**config.mk**
```make
export PLATFORM = sky130hd
export DESIGN_NAME = uart_receiver_with_edge_resync_top
export DESIGN_NICKNAME = d
export VERILOG_FILES = /design/src/rtl/uart_rx_pkg.sv /design/src/rtl/uart_receiver_with_edge_resync_top.sv
export VERILOG_INCLUDE_DIRS = /design/src /design/src/rtl
export SDC_FILE = /design/constraint.sdc
export NUM_CORES = 1
export LEC_CHECK = 0
export BUFFER_PORTS_ARGS = -buffer_cell sky130_fd_sc_hd__buf_2
export CORE_AREA = 5 5 182 184
export CTS_CLUSTER_SIZE = 30
export DETAILED_ROUTE_END_ITERATION = 12
export DIE_AREA = 0 0 187 189
export PLACE_DENSITY = 0.7
export SYNTH_ARGS = -nofsm -noshare
export SYNTH_HDL_FRONTEND = slang
export SYNTH_SLANG_ARGS = --single-unit
```
**constraint.sdc**
```tcl
create_clock -name clk -period 5.01 [get_ports clk]
set_input_delay 1.2525 -clock clk [delete_from_list [all_inputs] [get_ports clk]]
set_output_delay 1.2525 -clock clk [all_outputs]
set_load 0.02 [all_outputs]
```
**src/rtl/uart_receiver_with_edge_resync_top_assert.svh**
```systemverilog
// Assertion macros for the UART receiver RTL.
// Included by uart_receiver_with_edge_resync_top.sv; expects clk and rst in scope.
`ifndef UART_RECEIVER_WITH_EDGE_RESYNC_TOP_ASSERT_SVH
`define UART_RECEIVER_WITH_EDGE_RESYNC_TOP_ASSERT_SVH
`ifndef SYNTHESIS
`define UART_RX_ASSERT(label, cond) \
  label: assert property (@(posedge clk) disable iff (rst) (cond)) \
    else $error("uart_rx assertion failed");
`define UART_RX_ASSERT_IMP(label, ante, cons) \
  label: assert property (@(posedge clk) disable iff (rst) (ante) |-> (cons)) \
    else $error("uart_rx assertion failed");
`define UART_RX_ASSERT_NEXT(label, ante, cons) \
  label: assert property (@(posedge clk) disable iff (rst) (ante) |=> (cons)) \
    else $error("uart_rx assertion failed");
`else
`define UART_RX_ASSERT(label, cond)
`define UART_RX_ASSERT_IMP(label, ante, cons)
`define UART_RX_ASSERT_NEXT(label, ante, cons)
`endif
`endif

```
**src/rtl/uart_rx_pkg.sv**
```systemverilog
// Package for the UART receiver: register indexes, reset values, receiver state type.
// No dependencies.
package uart_rx_pkg;

  typedef enum logic [0:0] {
    REG_CYCLES_PER_BIT = 1'b0,
    REG_BITS_PER_FRAME = 1'b1
  } cfg_reg_t;

  localparam logic [15:0] CYCLES_PER_BIT_RESET = 16'd1666;
  localparam logic [3:0]  BITS_PER_FRAME_RESET = 4'd10;
  localparam logic [3:0]  FRAME_MIN            = 4'd10;
  localparam logic [3:0]  FRAME_MAX            = 4'd12;
  localparam int          FRAME_W              = 12;

  typedef struct packed {
    logic               prev_level;
    logic               active;
    logic [15:0]        countdown;
    logic [3:0]         bit_pos;
    logic [FRAME_W-1:0] frame;
  } rx_state_t;

endpackage

```
**src/rtl/uart_receiver_with_edge_resync_top.sv**
```systemverilog
// UART receiver with falling-edge resync and an overwrite-on-full receive queue.
// Depends on uart_rx_pkg and uart_receiver_with_edge_resync_top_assert.svh.
//
//  channel  | handshake              | payload
//  ---------+------------------------+-------------------------------------------
//  input    | rx_valid / rx_stall    | line_level, pop_request
//  result   | res_valid / res_stall  | pop_valid, pop_data, queue_length, busy_res
//  config   | APB psel/penable/...   | cycles_per_bit @0x0, bits_per_frame @0x4
//
// One request accepted per cycle while rx_stall is low; its result passes the queue
// read stage, then the output register, and is offered there on res_valid.
// The receiver update is combinational; the queue memory does one read and one
// write per cycle.
// rst is synchronous; the queue store is not cleared (only written slots are read).
// A stalled result holds; one more request is taken while it waits, then rx_stall rises.
module uart_receiver_with_edge_resync_top #(
  parameter int QUEUE_DEPTH = 32,
  localparam int AddrW = (QUEUE_DEPTH > 1) ? $clog2(QUEUE_DEPTH) : 1,
  localparam int CntW  = $clog2(QUEUE_DEPTH + 1)
) (
  input  logic            clk,
  input  logic            rst,
  input  logic            rx_valid,
  output logic            rx_stall,
  input  logic            line_level,
  input  logic            pop_request,
  output logic            res_valid,
  input  logic            res_stall,
  output logic            pop_valid,
  output logic [7:0]      pop_data,
  output logic [CntW-1:0] queue_length,
  output logic            busy_res,
  input  logic            psel,
  input  logic            penable,
  input  logic            pwrite,
  input  logic [2:0]      paddr,
  input  logic [31:0]     pwdata,
  output logic [31:0]     prdata,
  output logic            pready
);

`include "uart_receiver_with_edge_resync_top_assert.svh"

  logic [15:0] cycles_per_bit;
  logic [3:0]  bits_per_frame;

  uart_rx_pkg::rx_state_t st, st_next;

  logic [7:0]      byte_store [QUEUE_DEPTH];
  logic [7:0]      mem_q;
  logic [AddrW-1:0] oldest_slot, oldest_slot_next;
  logic [CntW-1:0]  held_count, held_count_next;

  logic            s1_valid;
  logic            s1_pop_valid;
  logic [CntW-1:0] s1_queue_length;
  logic            s1_busy;

  logic accept, s1_advance, cfg_write;

  logic            pop_ok, push;
  logic [7:0]      push_data;
  logic [AddrW-1:0] waddr;

  // Configuration port
  assign pready    = 1'b1;
  assign cfg_write = psel && penable && pwrite && pready;

  always_ff @(posedge clk) begin
    if (rst) begin
      cycles_per_bit <= uart_rx_pkg::CYCLES_PER_BIT_RESET;
      bits_per_frame <= uart_rx_pkg::BITS_PER_FRAME_RESET;
    end else if (cfg_write) begin
      unique case (uart_rx_pkg::cfg_reg_t'(paddr[2]))
        uart_rx_pkg::REG_CYCLES_PER_BIT: cycles_per_bit <= pwdata[15:0];
        uart_rx_pkg::REG_BITS_PER_FRAME: bits_per_frame <= pwdata[3:0];
        default: ;
      endcase
    end
  end

  always_comb begin
    unique case (uart_rx_pkg::cfg_reg_t'(paddr[2]))
      uart_rx_pkg::REG_CYCLES_PER_BIT: prdata = {16'd0, cycles_per_bit};
      uart_rx_pkg::REG_BITS_PER_FRAME: prdata = {28'd0, bits_per_frame};
      default:                         prdata = 32'd0;
    endcase
  end

  // Handshake
  assign s1_advance = !res_valid || !res_stall;
  assign rx_stall   = s1_valid && !s1_advance;
  assign accept     = rx_valid && !rx_stall;

  // Receiver and queue update for one tick
  always_comb begin
    logic [3:0]               frame_len;
    logic [uart_rx_pkg::FRAME_W-1:0] frame_new;
    logic [3:0]               pos_new;
    logic [CntW-1:0]          held1;
    logic [AddrW-1:0]         oldest1;
    logic [AddrW:0]           wsum;

    st_next   = st;
    push      = 1'b0;
    push_data = 8'd0;
    frame_new = st.frame;
    pos_new   = st.bit_pos;

    if (bits_per_frame < uart_rx_pkg::FRAME_MIN) frame_len = uart_rx_pkg::FRAME_MIN;
    else if (bits_per_frame > uart_rx_pkg::FRAME_MAX) frame_len = uart_rx_pkg::FRAME_MAX;
    else frame_len = bits_per_frame;

    if (st.prev_level && !line_level) begin
      if (!st.active) begin
        st_next.active  = 1'b1;
        st_next.bit_pos = 4'd0;
        st_next.frame   = '0;
      end
      st_next.countdown = {1'b0, cycles_per_bit[15:1]};
    end else if (st.active) begin
      if (st.countdown[15:1] == 15'd0) begin
        st_next.countdown = cycles_per_bit;
        if (st.bit_pos == 4'd0) begin
          if (line_level) st_next.active = 1'b0;
          else st_next.bit_pos = 4'd1;
        end else begin
          frame_new = st.frame
                    | (uart_rx_pkg::FRAME_W'(line_level) << st.bit_pos);
          pos_new   = st.bit_pos + 4'd1;
          if (pos_new >= frame_len) begin
            if (!frame_new[frame_len - 4'd1]) begin
              st_next.active = 1'b0;
            end else begin
              push      = 1'b1;
              push_data = frame_new[8:1];
            end
            st_next.frame   = '0;
            st_next.bit_pos = 4'd0;
          end else begin
            st_next.frame   = frame_new;
            st_next.bit_pos = pos_new;
          end
        end
      end else begin
        st_next.countdown = st.countdown - 16'd1;
      end
    end
    st_next.prev_level = line_level;

    // pop first, then push
    pop_ok  = pop_request && (held_count != '0);
    held1   = pop_ok ? held_count - CntW'(1) : held_count;
    if (pop_ok) oldest1 = (oldest_slot == AddrW'(QUEUE_DEPTH - 1)) ? '0
                                                                  : oldest_slot + AddrW'(1);
    else oldest1 = oldest_slot;

    oldest_slot_next = oldest1;
    held_count_next  = held1;
    wsum  = (AddrW+1)'(oldest1) + (AddrW+1)'(held1);
    if (wsum >= (AddrW+1)'(QUEUE_DEPTH)) wsum = wsum - (AddrW+1)'(QUEUE_DEPTH);
    waddr = wsum[AddrW-1:0];
    if (push) begin
      if (held1 >= CntW'(QUEUE_DEPTH)) begin
        waddr = oldest1;
        oldest_slot_next = (oldest1 == AddrW'(QUEUE_DEPTH - 1)) ? '0
                                                               : oldest1 + AddrW'(1);
      end else begin
        held_count_next = held1 + CntW'(1);
      end
    end
  end

  always_ff @(posedge clk) begin
    if (rst) begin
      st.prev_level <= 1'b1;
      st.active     <= 1'b0;
      st.countdown  <= '0;
      st.bit_pos    <= '0;
      st.frame      <= '0;
      oldest_slot   <= '0;
      held_count    <= '0;
    end else if (accept) begin
      st          <= st_next;
      oldest_slot <= oldest_slot_next;
      held_count  <= held_count_next;
    end
  end

  // Queue memory: read of the old head before this tick's write
  always_ff @(posedge clk) begin
    if (accept) begin
      mem_q <= byte_store[oldest_slot];
      if (push) byte_store[waddr] <= push_data;
    end
  end

  // Read stage
  always_ff @(posedge clk) begin
    if (rst) begin
      s1_valid <= 1'b0;
    end else if (accept) begin
      s1_valid <= 1'b1;
    end else if (s1_advance) begin
      s1_valid <= 1'b0;
    end
  end

  always_ff @(posedge clk) begin
    if (accept) begin
      s1_pop_valid    <= pop_ok;
      s1_queue_length <= held_count_next;
      s1_busy         <= st_next.active;
    end
  end

  // Output register
  always_ff @(posedge clk) begin
    if (rst) begin
      res_valid <= 1'b0;
    end else if (s1_valid && s1_advance) begin
      res_valid <= 1'b1;
    end else if (!res_stall) begin
      res_valid <= 1'b0;
    end
  end

  always_ff @(posedge clk) begin
    if (s1_valid && s1_advance) begin
      pop_valid    <= s1_pop_valid;
      pop_data     <= s1_pop_valid ? mem_q : 8'd0;
      queue_length <= s1_queue_length;
      busy_res     <= s1_busy;
    end
  end

  `UART_RX_ASSERT(held_in_range, held_count <= CntW'(QUEUE_DEPTH))
  `UART_RX_ASSERT_IMP(idle_pos_clear, !st.active, st.bit_pos == 4'd0)
  `UART_RX_ASSERT_NEXT(accept_fills_s1, accept, s1_valid)
  `UART_RX_ASSERT_IMP(no_pop_zero_data, res_valid && !pop_valid, pop_data == 8'd0)

endmodule

```
==> flow_summary.toml <==
[status]
outcome = "finished, final reports clean"

[floorplanning]
rows = 65
start_util_pct = 50.1
num_io_pins = 95
die_area_mm2 = 0.0353
die_w_um = 187
core_mm2 = 0.0312
die_h_um = 189

[global_route]
grtUsageTotal_pct = 18.7
grt_max_degree = 70
grt_pass1_vias = 9198
antenna_found_initial = 2
grt_first_pass_wirelength_um = 52800
grt-ovfl-total = 0

[cells_and_area]
num-fill-cells = 2405
fin_nets = 1227
multiInputGateArea_mm2 = 0.00528
n_antenna_cell = 0
seqCellArea_mm2 = 0.00997
drive_above_1_share_pct = 24.5
syn_to_final_growth_pct = 14.1

[synth]
synth_top_area_share_pct = 55.3
yosysSeqAreaShare_pct = 63.7
synth_cell_type_count = 67
netlist_area_mm2 = 0.0156
syn_area_per_cell_um2 = 14.6
synthFlopType = "edfxtp_1"
synth_edf_count = 288
async_reset_ff_share_pct = 0
ys_seq_elements = 354
yosys-top-cells-area = "edfxtp_1, mux4_2, dfxtp_1"
yosysTopAreaCell = "edfxtp_1"
yosysWarnings = 0
synthCells = 1071

[sta]
rsz0062_at_grt = "false"
fin_crit_ps = 4560
max_slew_margin_pct = 9.94
setup_slack_ps = 447
hold_violations = 0
fin_crit_sh_pct = 91.1
finalSetupViolCount = 0
fin_setup_tns_ps = 0
report.final.slew_viol_count = 0
finalClockSkew_ps = 20.0
worst_pin_slew_ps = 1350
clock.fmax_ghz = 0.219
hold_ws_ps = 417

[cts]
hold_buffers = 0
ctsLongestPathBuffers = 3
cts-htree-levels = 2
cts_made_buffers = 38
cts-resized-gates = 0
clock_latency_ps = 520
post_cts_buffers = 0
cts_tree = "yes"
clock_sinks = 354
clkTransAtPathRegs_ps = 60
cts-root-buf = "clkbuf_16"

[pwr]
finalPower_uw = 6690
swShare_pct = 23.1
combPwrFrac_pct = 9.8
p_seq_share_pct = 48.4
p_clk_share_pct = 41.8
vdd_drop_max_v = 0.000276
p_sw_uw = 1540
power_density_mw_per_mm2 = 374
p_int_uw = 5140
leakagePower_uw = 0.00533

[worst_setup_path]
cp-end-kind = "register"
worstPathArrival_ps = 4790
path_buf_inv = 3
max_stage_delay_ps = 590
cp-start-kind = "register"
critPathMaxFanout = 8
crit_type = "reg2reg"
cp_top_family = "simple AND/OR/NAND/NOR gates"
reg2reg_slack_ps = 450
path_cells = "or4_1 -> o21ai_1 -> buf_4 -> nand2_1 -> nand2_1 -> inv_1 -> fa_1 -> nor2b_1 -> o21ai_0 -> and3_1 -> o21ai_0 -> o211ai_1 -> nor4_1 -> buf_4"
slowest_stage = "or4_1"
cp.required_ps = 5230

[placement]
post-place-ws_ps = 150
gp_congestion = 0.806
dp_hpwl_um = 21500
io_buffer_count = 59

[detailed_routing]
dr_total_vias = 9312
dr.pass1.iters = 5
first_iter_violations = 745
vias_per_cell = 5.84
ant_nets = 0
wl_per_cell_um = 20.8
drc_errors = 0
drt-total-wl_um = 33200

[hold_path]
hp-class = "reg2reg"

[job]
drv_cap = 0
-- state kept, by name, summed over array words and instances, names as in the netlist, 4 cells and up --
name / flops
cycles_per_bit: 16
byte_store: 256
st: 33
pop_data: 8
held_count: 6
queue_length: 6
s1_queue_length: 6
bits_per_frame: 4
oldest_slot: 5
mem_q: 8
-- cell usage after synthesis (all sizes together) (3+ instances only) --
master and n:
a211o 3, a211oi 4, a21o 3, a21oi 50
a221oi 14, a31oi 4, and2 10, and3 7
buf 31, clkbuf 48, dfxtp 66, edfxtp 288
ha 16, inv 28, mux2 21, mux2i 13
mux4 80, nand2 62, nand2b 5, nand3 16
nand3b 11, nand4 8, nand4b 3, nor2 83
nor2b 20, nor3 16, nor4 43, nor4bb 3
o211ai 6, o21a 14, o21ai 23, or3 6
or4 7, xnor2 15, xor2 12
-- power groups by stage --
stage                     clock, uW  combinational [uW]  sequential, uW
after global routing           3000                 726            3240
final                          2800                 654            3230
after floorplan                   0                 499            3290
after CTS                      2850                 652            3230
after global placement            0                 641            3290
after detailed placement          0                 649            3300
-- cell type report --
class                   instances  share of cell area [%]
clock inverters                17                    1.24
multi-input cells             626                    29.6
clock buffers                  49                    5.78
flip-flops and latches        354                    55.9
inverters                      28                   0.589
repair buffers                118                    4.13
well taps                     402                    2.82
-- cells in the final DEF, fill, tap and decap left out, types with 12 or more instances in the layout --
master       n
edfxtp_1   288
mux4_2      80
nor2_1      75
dfxtp_1     64
nand2_1     62
buf_2       59
buf_4       59
a21oi_1     50
nor4_1      40
clkbuf_16   38
inv_1       27
o21ai_0     21
nor2b_1     20
mux2_2      18
conb_1      18
nand3_1     16
ha_1        16
nor3_1      15
xnor2_1     15
o21a_1      14
a221oi_1    14
mux2i_1     13
xor2_1      12
-- kinds of logic after synthesis --
kind of cell	Yosys count	share of synthesized area [%]
and+or+nand+nor	308	10.5
buffers and inverters	107	3.03
AOI/OAI and AO/OA	142	5.92
muxes	114	13.9
adders and majority gates	17	1.41
xor gates and xnor gates	27	1.51
other	2	0.0480
DFF	354	63.7
-- stage by stage --
stage / cell area [um2] / utilization (%) / cells
floorplan: 15700 / - / 1087
global placement: 16600 / 53.2 / 1528
detailed placement: 16600 / 53.2 / 1528
CTS: 17900 / 57.2 / 1594
global route: 17900 / 57.2 / 1594
finish: 17900 / 57.2 / 1594
-- layer usage --
| layer | global-route usage, % | vias to the layer above | wire length, um | part of all wire (%) |
|---|---|---|---|---|
| li1 | - | 4328 | - | - |
| met1 | 26.7 | 4593 | 14300 | 43 |
| met2 | 29.8 | 335 | 15500 | 47 |
| met3 | 3.98 | 52 | 2460 | 7.4 |
| met4 | 4.81 | 4 | 804 | 2.4 |
| met5 | 0 | - | 34 | 0.10 |
-- worst paths after layout --
check        cells past startpoint     startpoint                 to
min reg2reg                      0        s1_busy           busy_res
max reg2reg                     14  held_count[5]  byte_store[22][0]
max                             14  held_count[5]  byte_store[22][0]
min                              0        s1_busy           busy_res
-- worst register-to-register path, stage by stage (launching register included) --
cell      delay (ps)
dfxtp_1          380
or4_1            590
o21ai_1          480
buf_4            250
nand2_1           60
nand2_1          180
inv_1            100
fa_1             440
nor2b_1          110
o21ai_0          100
and3_1           220
o21ai_0          340
o211ai_1         360
nor4_1           400
buf_4            250
Power figures use the tool's default switching activity.
